## config.mk

```make
export PLATFORM = sky130hd
export DESIGN_NAME = step_pad_coverage_resolver
export DESIGN_NICKNAME = d
export VERILOG_FILES = /design/src/sv/spcr_pkg.sv /design/src/sv/spcr_cell.sv /design/src/sv/step_pad_coverage_resolver.sv
export SDC_FILE = /design/constraint.sdc
export NUM_CORES = 1
export LEC_CHECK = 0
export ABC_AREA = 1
export BUFFER_PORTS_ARGS = -buffer_cell sky130_fd_sc_hd__clkbuf_2
export CORE_MARGIN = 2
export CORE_UTILIZATION = 65
export CTS_CLUSTER_SIZE = 40
export DETAILED_ROUTE_END_ITERATION = 8
export PLACE_DENSITY = 0.8
export SLEW_MARGIN = 20
export SYNTH_ARGS = -nofsm -noshare
export SYNTH_HDL_FRONTEND = slang
export SYNTH_SLANG_ARGS = --single-unit
export TNS_END_PERCENT = 50
```

## constraint.sdc

```tcl
create_clock -name clk_i -period 4.3 [get_ports clk_i]
set_input_delay 0.215 -clock clk_i [delete_from_list [all_inputs] [get_ports clk_i]]
set_output_delay 0.215 -clock clk_i [all_outputs]
set_load 0.03 [all_outputs]
```

## src/sv/spcr_pkg.sv

```systemverilog
// Shared types and constants for the step pad coverage resolver.
// Depends on nothing; every other file of the block imports it.
`timescale 1ns / 1ps

package spcr_pkg;

  // Field widths fixed by the item format
  localparam int StepW = 4;
  localparam int GateW = 8;
  localparam int MixW  = 8;
  localparam int LenW  = 5;

  // Default row size
  localparam int StepCountDef = 16;

  // Item kinds
  typedef enum logic {
    KindWrite = 1'b0,
    KindQuery = 1'b1
  } kind_e;

  // Write broadcast to every cell
  typedef struct packed {
    logic             en;
    logic [StepW-1:0] step;
    logic [GateW-1:0] gate;
    logic [MixW-1:0]  mix;
    logic [LenW-1:0]  len;
  } wr_t;

  // Search record handed from cell to cell
  typedef struct packed {
    logic             vld;
    logic [StepW-1:0] step;
    logic             found;
    logic [StepW-1:0] start;
    logic [LenW-1:0]  len;
    logic [MixW-1:0]  mix;
  } rec_t;

  // One result item
  typedef struct packed {
    logic             covered;
    logic [StepW-1:0] start;
    logic [StepW-1:0] offset;
    logic [LenW-1:0]  len;
    logic [MixW-1:0]  mix;
  } res_t;

endpackage

```

## src/sv/spcr_cell.sv

```systemverilog
// One step pad cell: holds a pad and passes the search record to its neighbor.
// Depends on spcr_pkg.
`timescale 1ns / 1ps

module spcr_cell #(
  parameter int CellIdx = 0
) (
  input  logic          clk_i,
  input  logic          rst_ni,
  input  spcr_pkg::wr_t  wr_i,
  input  spcr_pkg::rec_t rec_i,
  output spcr_pkg::rec_t rec_o
);
  import spcr_pkg::*;

  logic [GateW-1:0] gate_q;
  logic [MixW-1:0]  mix_q;
  logic [LenW-1:0]  len_q;
  rec_t             rec_d, rec_q;
  logic             active;
  logic             in_reach;

  // Store the pad when the write names this cell
  always_ff @(posedge clk_i or negedge rst_ni) begin
    if (!rst_ni) begin
      gate_q <= '0;
      mix_q  <= '0;
      len_q  <= LenW'(1);
    end else if (wr_i.en && (int'(wr_i.step) == CellIdx)) begin
      gate_q <= wr_i.gate;
      mix_q  <= wr_i.mix;
      len_q  <= wr_i.len;
    end
  end

  // Take over the record when this pad is active and not past the queried step;
  // later cells are nearer to the step, so the last match wins
  assign active   = (gate_q != '0) && (mix_q != '0);
  assign in_reach = (CellIdx <= int'(rec_i.step));

  always_comb begin
    rec_d = rec_i;
    if (rec_i.vld && active && in_reach) begin
      rec_d.found = 1'b1;
      rec_d.start = StepW'(CellIdx);
      rec_d.len   = len_q;
      rec_d.mix   = mix_q;
    end
  end

  // Advance the record one cell per cycle
  always_ff @(posedge clk_i or negedge rst_ni) begin
    if (!rst_ni) begin
      rec_q <= '0;
    end else begin
      rec_q <= rec_d;
    end
  end

  assign rec_o = rec_q;

endmodule

```

## src/sv/step_pad_coverage_resolver.sv

```systemverilog
// Step pad coverage resolver: a write updates the addressed cell; a query runs
// through the row of StepCount cells, one cell per cycle, and its result is
// then registered as the output. One query is in flight at a time: the input
// stalls until its result enters the output; writes go one per cycle otherwise.
// Reset clears every pad to gate 0, mix 0, length 1 and empties the output.
// Depends on spcr_pkg and spcr_cell.
`timescale 1ns / 1ps

module step_pad_coverage_resolver #(
  parameter int StepCount = spcr_pkg::StepCountDef
) (
  input  logic                        clk_i,
  input  logic                        rst_ni,
  input  logic                        in_valid_i,
  output logic                        in_stall_o,
  input  logic                        in_kind_i,
  input  logic [spcr_pkg::StepW-1:0]  in_step_index_i,
  input  logic [spcr_pkg::GateW-1:0]  in_pad_gate_i,
  input  logic [spcr_pkg::MixW-1:0]   in_pad_mix_i,
  input  logic [spcr_pkg::LenW-1:0]   in_pad_length_i,
  output logic                        out_valid_o,
  input  logic                        out_stall_i,
  output logic                        out_covered_o,
  output logic [spcr_pkg::StepW-1:0]  out_start_step_o,
  output logic [spcr_pkg::StepW-1:0]  out_step_offset_o,
  output logic [spcr_pkg::LenW-1:0]   out_cover_length_o,
  output logic [spcr_pkg::MixW-1:0]   out_cover_mix_o
);
  import spcr_pkg::*;

  typedef enum logic [2:0] {
    StIdle   = 3'b001,
    StSearch = 3'b010,
    StWait   = 3'b100
  } state_e;

  state_e           state_d, state_q;
  logic             in_xfer;
  wr_t              wr;
  rec_t             launch;
  rec_t             chain [StepCount+1];
  rec_t             last;
  res_t             res_new;
  res_t             hold_d, hold_q;
  res_t             out_d, out_q;
  logic             out_vld_d, out_vld_q;
  logic             out_free;
  logic [StepW+1:0] reach;

  assign in_stall_o = (state_q != StIdle);
  assign in_xfer    = in_valid_i && !in_stall_o;

  // Broadcast writes to the row
  always_comb begin
    wr.en   = in_xfer && (in_kind_i == KindWrite);
    wr.step = in_step_index_i;
    wr.gate = in_pad_gate_i;
    wr.mix  = in_pad_mix_i;
    wr.len  = in_pad_length_i;
  end

  // Launch a query record into the first cell
  always_comb begin
    launch      = '0;
    launch.vld  = in_xfer && (in_kind_i == KindQuery);
    launch.step = in_step_index_i;
  end

  assign chain[0] = launch;

  for (genvar k = 0; k < StepCount; k++) begin : g_cell
    spcr_cell #(
      .CellIdx(k)
    ) u_cell (
      .clk_i (clk_i),
      .rst_ni(rst_ni),
      .wr_i  (wr),
      .rec_i (chain[k]),
      .rec_o (chain[k+1])
    );
  end

  assign last = chain[StepCount];

  // Resolve coverage from the nearest active pad
  assign reach = {2'b00, last.start} + {1'b0, last.len};

  always_comb begin
    res_new = '0;
    if (last.found && (int'(last.step) < StepCount) &&
        (reach > {2'b00, last.step})) begin
      res_new.covered = 1'b1;
      res_new.start   = last.start;
      res_new.offset  = last.step - last.start;
      res_new.len     = last.len;
      res_new.mix     = last.mix;
    end
  end

  assign out_free = !out_vld_q || !out_stall_i;

  // Sequence the search and hand results to the output register
  always_comb begin
    state_d   = state_q;
    hold_d    = hold_q;
    out_d     = out_q;
    out_vld_d = out_vld_q && out_stall_i;
    case (state_q)
      StIdle: begin
        if (launch.vld) begin
          state_d = StSearch;
        end
      end
      StSearch: begin
        if (last.vld) begin
          if (out_free) begin
            out_d     = res_new;
            out_vld_d = 1'b1;
            state_d   = StIdle;
          end else begin
            hold_d  = res_new;
            state_d = StWait;
          end
        end
      end
      StWait: begin
        if (out_free) begin
          out_d     = hold_q;
          out_vld_d = 1'b1;
          state_d   = StIdle;
        end
      end
      default: begin
        state_d = StIdle;
      end
    endcase
  end

  always_ff @(posedge clk_i or negedge rst_ni) begin
    if (!rst_ni) begin
      state_q   <= StIdle;
      out_vld_q <= 1'b0;
    end else begin
      state_q   <= state_d;
      out_vld_q <= out_vld_d;
    end
  end

  // Result payload
  always_ff @(posedge clk_i) begin
    hold_q <= hold_d;
    out_q  <= out_d;
  end

  assign out_valid_o        = out_vld_q;
  assign out_covered_o      = out_q.covered;
  assign out_start_step_o   = out_q.start;
  assign out_step_offset_o  = out_q.offset;
  assign out_cover_length_o = out_q.len;
  assign out_cover_mix_o    = out_q.mix;

endmodule

```

Word-level counts from Yosys, hierarchy flattened --
Cells that the tools add are included. W data, S select, Z words.
Storage, ports and cells: word-level logic and storage cells 337, output and inout bits 24, register bits 752, input bits 30
Operators by class: $lt $le $gt $ge 16, reductions and logical operators 109, add/subtract/negate cells 2, muxes and demuxes 29, equal/unequal tests 23, bitwise logic cells 2
Operators with widths (number):
- $mux W18 | 16
- $reduce_bool A8 Y1 | 32
- $mux W22 | 4
- $logic_and A1 B1 Y1 | 68
- $pmux W22 S2 | 1
- $eq A4 B4 Y1 const B | 8
- $le A4 B4 Y1 const A | 8
- $eq A4 B3 Y1 const B | 4
- $le A3 B4 Y1 const A | 4
- $mux W3 | 4
- $pmux W3 S3 | 1
- $eq A4 B2 Y1 const B | 2
- $le A2 B4 Y1 const A | 2
- $add A4 B5 Y6 | 1
- $gt A6 B4 Y1 | 1
- $reduce_and A3 Y1 | 2
- $eq A4 B1 Y1 const B | 1
- $le A1 B4 Y1 const A | 1
- $logic_not A4 Y1 | 1
- $ne A2 B1 Y1 const B | 2
- $ne A2 B2 Y1 const B | 2
- $reduce_and A4 Y1 | 1
- $sub A4 B4 Y4 | 1
- $eq A3 B1 Y1 const B | 1
- other kinds (9) | 13

Logic depth before layout (Yosys ltp) --
Gate-level depths: netlist of run 1.
word-level depth 7, depth in mapped cells 14, depth with buffers taken out 13

Modules after synthesis --
A second synthesis of run 1 with hierarchy kept.
Unflattened totals: cells, all modules 3265, area, all modules 31692.9 sq um
By module, submodules not included:
- step_pad_coverage_resolver | area each 2473.6 sq um, seq. area each 1422.6 sq um, cells each 250, instances 1
- spcr_cell at g_cell[9].u_cell | area each 1929.4 sq um, seq. area each 1102.3 sq um, cells each 192, instances 1
- spcr_cell at g_cell[6].u_cell | area each 1921.8 sq um, seq. area each 1102.3 sq um, cells each 188, instances 1
- spcr_cell at g_cell[13].u_cell | area each 1871.8 sq um, seq. area each 1102.3 sq um, cells each 192, instances 1
- spcr_cell at g_cell[8].u_cell | area each 1871.8 sq um, seq. area each 1102.3 sq um, cells each 185, instances 1
- spcr_cell at g_cell[4].u_cell | area each 1865.5 sq um, seq. area each 1102.3 sq um, cells each 183, instances 1
- spcr_cell at g_cell[15].u_cell | area each 1860.5 sq um, seq. area each 1102.3 sq um, cells each 192, instances 1
- spcr_cell at g_cell[14].u_cell | area each 1845.5 sq um, seq. area each 1102.3 sq um, cells each 187, instances 1
- spcr_cell at g_cell[2].u_cell | area each 1834.3 sq um, seq. area each 1102.3 sq um, cells each 189, instances 1
- spcr_cell at g_cell[1].u_cell | area each 1816.7 sq um, seq. area each 1102.3 sq um, cells each 189, instances 1
- spcr_cell at g_cell[3].u_cell | area each 1799.2 sq um, seq. area each 1102.3 sq um, cells each 189, instances 1
- spcr_cell at g_cell[11].u_cell | area each 1788.0 sq um, seq. area each 1102.3 sq um, cells each 192, instances 1
- spcr_cell at g_cell[12].u_cell | area each 1779.2 sq um, seq. area each 1102.3 sq um, cells each 186, instances 1
- spcr_cell at g_cell[10].u_cell | area each 1774.2 sq um, seq. area each 1102.3 sq um, cells each 189, instances 1
- 3 more rows

Least setup slack after synthesis of run 1 --
OpenSTA, ideal clock, no wires.
path kind register -> register, from reg state_q[1], to reg out_q (netlist bit out_cover_length_o[0]), enable pin, setup time 0.408 ns, buffers on the path 1, data required time 3.892 ns, cell stages (with the launch flop) 5, clock period less this slack 2.743 ns, arrival time 2.335 ns, path slack 1.557 ns, path through dfrtp_1 nor3_1 inv_1 clkbuf_1 a21oi_1
Between the ends: longest elaborated chain between the ends 3, elaborated cells between the ends (all ways) 7, those cells by class eq/ne: 5; reduce/logical: 2
Ends and longest elaborated chain:
- start: declaration | line step_pad_coverage_resolver.sv:37 | state_e state_d, state_q;
- start signal: assignment | line step_pad_coverage_resolver.sv:141 | state_q <= StIdle;
- start signal: assignment | line step_pad_coverage_resolver.sv:144 | state_q <= state_d;
- $eq A3 B2 Y1 or $eq A3 B3 Y1 (tied branches) | line step_pad_coverage_resolver.sv:108 | case (state_q)
- $ne A2 B2 Y1 (no source line), or another cell as far along
- $reduce_and A4 Y1 (no source line) *
- end signal: assignment | line step_pad_coverage_resolver.sv:152 | out_q <= out_d;
- end: declaration | line step_pad_coverage_resolver.sv:45 | res_t out_d, out_q;
Mark *: on every way between the ends. The rest lies on a longest branch, timed or not. A chain may end at the register's enable or synchronous reset.

==> flow_summary.toml, run 1 <==
[routing]
first_pass_iters = 7
remaining_drc_errors = 0
routedWlPerCell_um = 18.3
dr_total_vias = 18700
wl_mm = 60.5
detail_route.iter0.violations = 1913
viasPerCell = 5.66
final_antenna_net_count = 0

[placed_design]
port_buffers = 53
hpwl_mm = 37.4
place.gp.congestion = 0.846
postPlaceCellArea_mm2 = 0.0281

[synth]
synth_compound_area_frac = 0.0802
synth-warning-count = 0
synthAdderAreaFrac = 0.00688
synthSimpleGateAreaFrac = 0.184
synth.distinct_cells = 36
synth_edf_count = 44
synth_xor_area_frac = 0.00127
postSynthAreaPerCell_um2 = 10.3
synth_seq_cells = 737
ys_seq_area_frac = 0.676
async_flop_share = 0.940
synth_top_family_by_area = "simple AND/OR/NAND/NOR gates"
synthFlopType = "dfrtp_1"
synthMuxAreaShare = 0
netlist_area_mm2 = 0.0277
synth_cells = 2692
synth_fp_nets = 2736

[clock_network]
clock_path_buffers = 3
clock-sinks = 737
htreeDepth = 3
clk_pin_slew_ns = 0.07
post_cts_buffers = 0
worstSkewPairLatency_ns = 0.60
cts_tree = "yes"
postCtsResizedCells = 0
cts_made_buffers = 71
cts-root-buf = "clkbuf_16"

[final_layout]
drive_above_1_share = 0.104
nNetsFinal = 2758
finalInstanceArea_mm2 = 0.0306
syn2layout_area_growth_pct = 10.7
num_antenna_cells = 0
utilization = 0.730
n_fill_cell = 2718

[timing]
setup_violations = 0
timing.hold.ws_ns = 0.0456
rsz0062_at_grt = "false"
worstMarginPinSlew_ns = 1.17
period_minus_slack_ns = 3.13
max_freq_mhz = 320
skew_ns = 0.0195
slew_violations = 0
relSlewSlack = 0.219
finalHoldViolations = 0
tns_ns = 0
period_share = 0.728

[global_routing]
grt_pass1_vias = 19300
grt_pass1_wl_mm = 98.9
met2_usage = 0.495
use_met3 = 0.0533
gr-usage-met1 = 0.361
grt_overflow_total = 0
grt_use_total = 0.288
grt_max_degree = 115
grt_antenna_before_repair = 0
busiest_layer = "met2"

[die]
die_w_um = 210
fp.coreArea_mm2 = 0.0419
std_cell_rows = 75
start_util = 0.659
io_pins = 54
fp.dieH_um = 210
dieArea_mm2 = 0.0442

[critical_path]
critPathMostFrequentCell = "nand2_1"
startpoint_type = "flop"
cp.required_ns = 4.71
crit_arrival_ns = 3.54
max_stage_delay_ns = 0.50
path_class = "flop to flop"
crit_fanout = 23
path_cells = "ha_1 -> fa_1 -> xor2_1 -> ha_1 -> nand2_1 -> inv_1 -> nand2_1 -> nand2_1 -> nand2_1 -> nand3_1 -> buf_4 -> nand2_1 -> o21ai_0"
cp_num_buf_inv = 2
worst_setup_path_end_kind = "flop"
path_delay_family = "adder cells"
crit_path_top_delay_cell = "nand2_1"

[status]
status = "finished, final reports clean"

[hold_path]
hp-class = "input pin to flop"

[flow_run]
maxCapViolCount = 0

[pwr]
powerDensity_mw_per_mm2 = 637
power.total_w = 0.0195
leakage_nw = 15.4
irDropWorstVdd_uv = 424
==> cell usage after synthesis, drive strengths merged, types with 12 or more instances <==
master | n | area [µm²]
nand2 | 886 | 3390
dfrtp | 676 | 16900
o21ai | 385 | 2100
inv | 180 | 676
nand3 | 117 | 598
nor2 | 116 | 468
clkbuf | 89 | 334
buf | 47 | 429
edfxtp | 44 | 1320
nand4 | 42 | 263
nor4 | 30 | 188
dfstp | 17 | 447
ha | 12 | 150
or2 | 12 | 75.1
==> path summary, 6_finish.rpt <==
path	start	end	slack, ns	cells past startpoint
min	in_valid_i	state_q[1]$_DFFE_PN0P_	0.05	5
max	g_cell[15].u_cell.rec_o[13]$_DFF_PN0_	out_covered_o$_DFFE_PP_	1.17	13
min in group asynchronous	rst_ni	g_cell[15].u_cell.rec_o[15]$_DFF_PN0_	0.27	2
max reg2reg	g_cell[15].u_cell.rec_o[13]$_DFF_PN0_	out_covered_o$_DFFE_PP_	1.17	13
max in group asynchronous	rst_ni	g_cell[15].u_cell.len_q[4]$_DFFE_PN0P_	2.84	3
min reg2reg	g_cell[3].u_cell.rec_o[18]$_DFF_PN0_	g_cell[4].u_cell.rec_o[18]$_DFF_PN0_	0.35	0
==> worst reg2reg max path, stage by stage (launching register included) <==
cell	delay, ns
dfrtp_1	0.43
ha_1	0.22
fa_1	0.41
xor2_1	0.18
ha_1	0.28
nand2_1	0.05
inv_1	0.06
nand2_1	0.05
nand2_1	0.05
nand2_1	0.05
nand3_1	0.06
buf_4	0.26
nand2_1	0.51
o21ai_0	0.33
==> per-stage QoR <==
step,std cells,setup slack (ns)
2_1_floorplan,2692,1.56
3_3_place_gp,3173,1.29
3_5_place_dp,3173,1.18
4_1_cts,3311,1.19
5_1_grt,3311,0.937
6_report,3311,1.17
==> cells by family after synthesis <==
| logic type | count (synthesis) |
|---|---|
| buffers and inverters | 318 |
| AOI/OAI and AO/OA | 403 |
| adders and majority gates | 14 |
| and+or+nand+nor | 1216 |
| xor gates and xnor gates | 4 |
| DFF | 737 |
==> routing by layer <==
metal,vias up,share of wire
li1,8696,-
met1,9305,0.39
met2,561,0.51
met3,182,0.052
met4,0,0.045
met5,-,0
==> repair_timing <==
action                                  CTS  global route
hold buffers                              7             0
hold endpoints to repair                 95             0
endpoints found under the setup margin    0             0
==> flip-flops by register name, summed over array words and instances (netlist names) <==
signal,flops
g_cell.u_cell.gate_q,128
g_cell.u_cell.len_q,80
g_cell.u_cell.mix_q,128
g_cell.u_cell.rec_o,353
hold_q,22
out_cover_length_o,5
out_cover_mix_o,8
out_covered_o,1
out_start_step_o,4
out_step_offset_o,4
out_valid_o,1
state_q,3
==> placed cells by master (no fill, tap or decap), types with 7 or more instances in the layout <==
cell type / Yosys / routed
nor2_1: 114 / 114
o21ai_2: 47 / 47
or2_2: 12 / 12
a21oi_1: 8 / 7
clkbuf_8: 0 / 16
dfstp_2: 17 / 17
clkinv_2: 0 / 15
dfrtp_1: 676 / 676
dlygate4sd3_1: 0 / 7
nand3_1: 116 / 116
nand4_1: 42 / 42
ha_1: 12 / 12
clkbuf_1: 89 / 8
nor4_1: 30 / 30
nand2_4: 9 / 9
inv_1: 180 / 180
clkbuf_2: 0 / 52
o21ai_0: 217 / 217
clkbuf_16: 0 / 73
buf_4: 0 / 20
nand2_1: 877 / 877
edfxtp_1: 44 / 44
o21ai_1: 121 / 121
==> power by group <==
part	internal (W)	switching, W	total (W)	leakage (nW)
Clock	0.00372	0.00266	0.00638	1.21
Sequential	0.00877	0.000939	0.00971	9.57
Combinational	0.00118	0.00224	0.00343	4.64
==> area by class of cell <==
type                            instances  area, µm²  share of cell area
Inverter                              182        683              0.0223
Multi-Input combinational cell       1637       7540               0.246
Clock inverter                         34        363              0.0119
Timing Repair Buffer                   85        596              0.0195
Sequential cell                       737      18700               0.610
Tap cell                              539        674              0.0220
Clock buffer                           97       2080              0.0678
Note: power is estimated with default switching activity, not from simulation.
==> run 2, diff against run 1 <==
--- a/config.mk
+++ b/config.mk
@@ -8,10 +8,10 @@
 export ABC_AREA = 1
 export BUFFER_PORTS_ARGS = -buffer_cell sky130_fd_sc_hd__clkbuf_2
 export CORE_MARGIN = 2
-export CORE_UTILIZATION = 65
+export CORE_UTILIZATION = 62
 export CTS_CLUSTER_SIZE = 40
 export DETAILED_ROUTE_END_ITERATION = 8
-export PLACE_DENSITY = 0.8
+export PLACE_DENSITY = 0.77
 export SLEW_MARGIN = 20
 export SYNTH_ARGS = -nofsm -noshare
 export SYNTH_HDL_FRONTEND = slang
==> constraint.sdc (replaced) <==
create_clock -name clk_i -period 3.2 [get_ports clk_i]
set_input_delay 0.16 -clock clk_i [delete_from_list [all_inputs] [get_ports clk_i]]
set_output_delay 0.16 -clock clk_i [all_outputs]
set_load 0.03 [all_outputs]
==> run 2 against run 1 <==
Net effect:
- setup slack got worse by 0.66 ns
- combinational power grew 35%
- die area is 4.7% higher
- cell count is 2.2% higher
- clock skew rose by 0.0076 ns
- critical path type unchanged
- largest power group unchanged
==> flow_summary.toml, run 2 (synthesis results as in run 1) <==
[status]
status = "finished, final reports clean"

[routing]
final_antenna_net_count = 0
wl_mm = 60.4
remaining_drc_errors = 0
detail_route.iter0.violations = 1625
viasPerCell = 5.54
dr_total_vias = 18700
first_pass_iters = 6
routedWlPerCell_um = 17.9

[die]
start_util = 0.627
fp.coreArea_mm2 = 0.0441
std_cell_rows = 77
dieArea_mm2 = 0.0463
io_pins = 54
die_w_um = 215
fp.dieH_um = 215

[final_layout]
multi_input_comb_area_mm2 = 0.00753
layout_commonest_cell = "nand2_1"
syn2layout_area_growth_pct = 11.3
nNetsFinal = 2777
n_fill_cell = 3161
mostFrequentLayoutCells = "nand2_1, dfrtp_1, o21ai_0"
regArea_mm2 = 0.0187
largest_register_ffs = 353
drive_above_1_share = 0.107
fin_cells = 3383
finalInstanceArea_mm2 = 0.0308

[critical_path]
crit_fanout = 23
critPathMostFrequentCell = "nand2_1"
rrSetupSlack_ns = 0.52
cp.required_ns = 3.54
startpoint_type = "flop"
worst_setup_path_end_kind = "flop"
crit_path_top_delay_cell = "dfrtp_1"
max_stage_delay_ns = 0.44
path_class = "flop to flop"
crit_arrival_ns = 3.02
path_cells = "ha_1 -> fa_1 -> xor2_1 -> ha_1 -> nand2_1 -> inv_1 -> nand2_1 -> nand2_1 -> nand2_1 -> nand3_1 -> nand2_1 -> buf_4 -> o21ai_0"

[placed_design]
postPlaceCellArea_mm2 = 0.0283
place_inst = 3243
dp_slack_ns = 0.561
port_buffers = 53
hpwl_mm = 37.8
place.gp.congestion = 0.867

[timing]
skew_ns = 0.0271
max_freq_mhz = 373
period_share = 0.839
worst_slack_ns = 0.516
worstMarginPinSlew_ns = 1.18
finalHoldViolations = 0
relSlewSlack = 0.211
period_minus_slack_ns = 2.68
slew_violations = 0
tns_ns = 0
rsz0062_at_grt = "false"
setup_violations = 0

[global_routing]
grt_antenna_before_repair = 1
grt_max_degree = 103
grt_pass1_wl_mm = 99.2
grt_overflow_total = 0
grt_pass1_vias = 19100
grt_use_total = 0.273

[pwr]
powerDensity_mw_per_mm2 = 847
leakage_nw = 15.5
p_seq_frac = 0.501
p_int_w = 0.0183
swShare = 0.298
power.total_w = 0.0261
p_switching_w = 0.00777
irDropWorstVdd_uv = 604
pwr-share-comb = 0.177
p_clk_frac = 0.322

[clock_network]
htreeDepth = 3
cts-root-buf = "clkbuf_16"
postCtsResizedCells = 0
post_cts_buffers = 0
cts_tree = "yes"
cts_hold_buffers = 8
clock_path_buffers = 3
clk_pin_slew_ns = 0.06
cts_made_buffers = 72
worstSkewPairLatency_ns = 0.60
clock-sinks = 737

[flow_run]
maxCapViolCount = 0

[hold_path]
hp-class = "input pin to flop"
[run 2: cell count changes in the layout (fill, tap and decap cells not counted), sizes merged]
cell         previous run  this run
clkinvlp                3         4
diode                   0         1
inv                   184       181
clkinv                 24        16
buf                    26        43
dlygate4sd3             7         8
bufinv                  5         2
clkbuf                149       162
[run 2: layer usage]
layer | track usage | part of all wire | vias up
met1 | 0.348 | 0.40 | 9310
met5 | 0 | 0 | -
li1 | - | - | 8739
met4 | 0.120 | 0.039 | 0
met2 | 0.462 | 0.51 | 524
met3 | 0.0493 | 0.053 | 173
[run 2: path summary, 6_finish.rpt]
check	depth (start not counted)	to	start
max	13	out_covered_o$_DFFE_PP_	g_cell[15].u_cell.rec_o[13]$_DFF_PN0_
min reg2reg	0	g_cell[8].u_cell.rec_o[20]$_DFF_PN0_	g_cell[7].u_cell.rec_o[20]$_DFF_PN0_
min in group asynchronous	2	g_cell[15].u_cell.rec_o[16]$_DFF_PN0_	rst_ni
min	3	g_cell[0].u_cell.len_q[3]$_DFFE_PN0P_	in_pad_length_i[3]
max reg2reg	13	out_covered_o$_DFFE_PP_	g_cell[15].u_cell.rec_o[13]$_DFF_PN0_
max in group asynchronous	3	g_cell[15].u_cell.len_q[0]$_DFFE_PN1P_	rst_ni
[run 2: worst max-delay path: cells and delay by family, from the launching register on]
family	cells	cell delay (ns)
flip-flops	1	0.44
adder cells (fa/ha/maj)	3	0.92
buffers and inverters	2	0.35
AO/OA/AOI/OAI	1	0.12
AND/OR/NAND/NOR	6	0.41
XOR/XNOR	1	0.18
[run 2: stage by stage]
step | utilization | hold slack [ns]
detailed placement | 0.642 | 0.288
global route | 0.697 | 0.156
CTS | 0.697 | 0.193
finish | 0.697 | 0.144
global placement | 0.642 | 0.258
floorplan | - | -0.136
[run 2: area by class of cell]
class,count,area share
multi-input cells,1637,0.245
diodes,1,0.0000813
inverters,182,0.0222
clock inverters,21,0.00594
clock buffers,110,0.0708
repair buffers,103,0.0250
flip-flops and latches,737,0.607
well taps,592,0.0241
[run 2: power by group through the flow]
stage	Sequential [W]	Clock, W	Combinational (W)
detailed placement	0.0132	0	0.00458
CTS	0.0130	0.00847	0.00465
global route	0.0133	0.00888	0.00530
global placement	0.0131	0	0.00436
finish	0.0130	0.00839	0.00463
floorplan	0.0127	0	0.00331
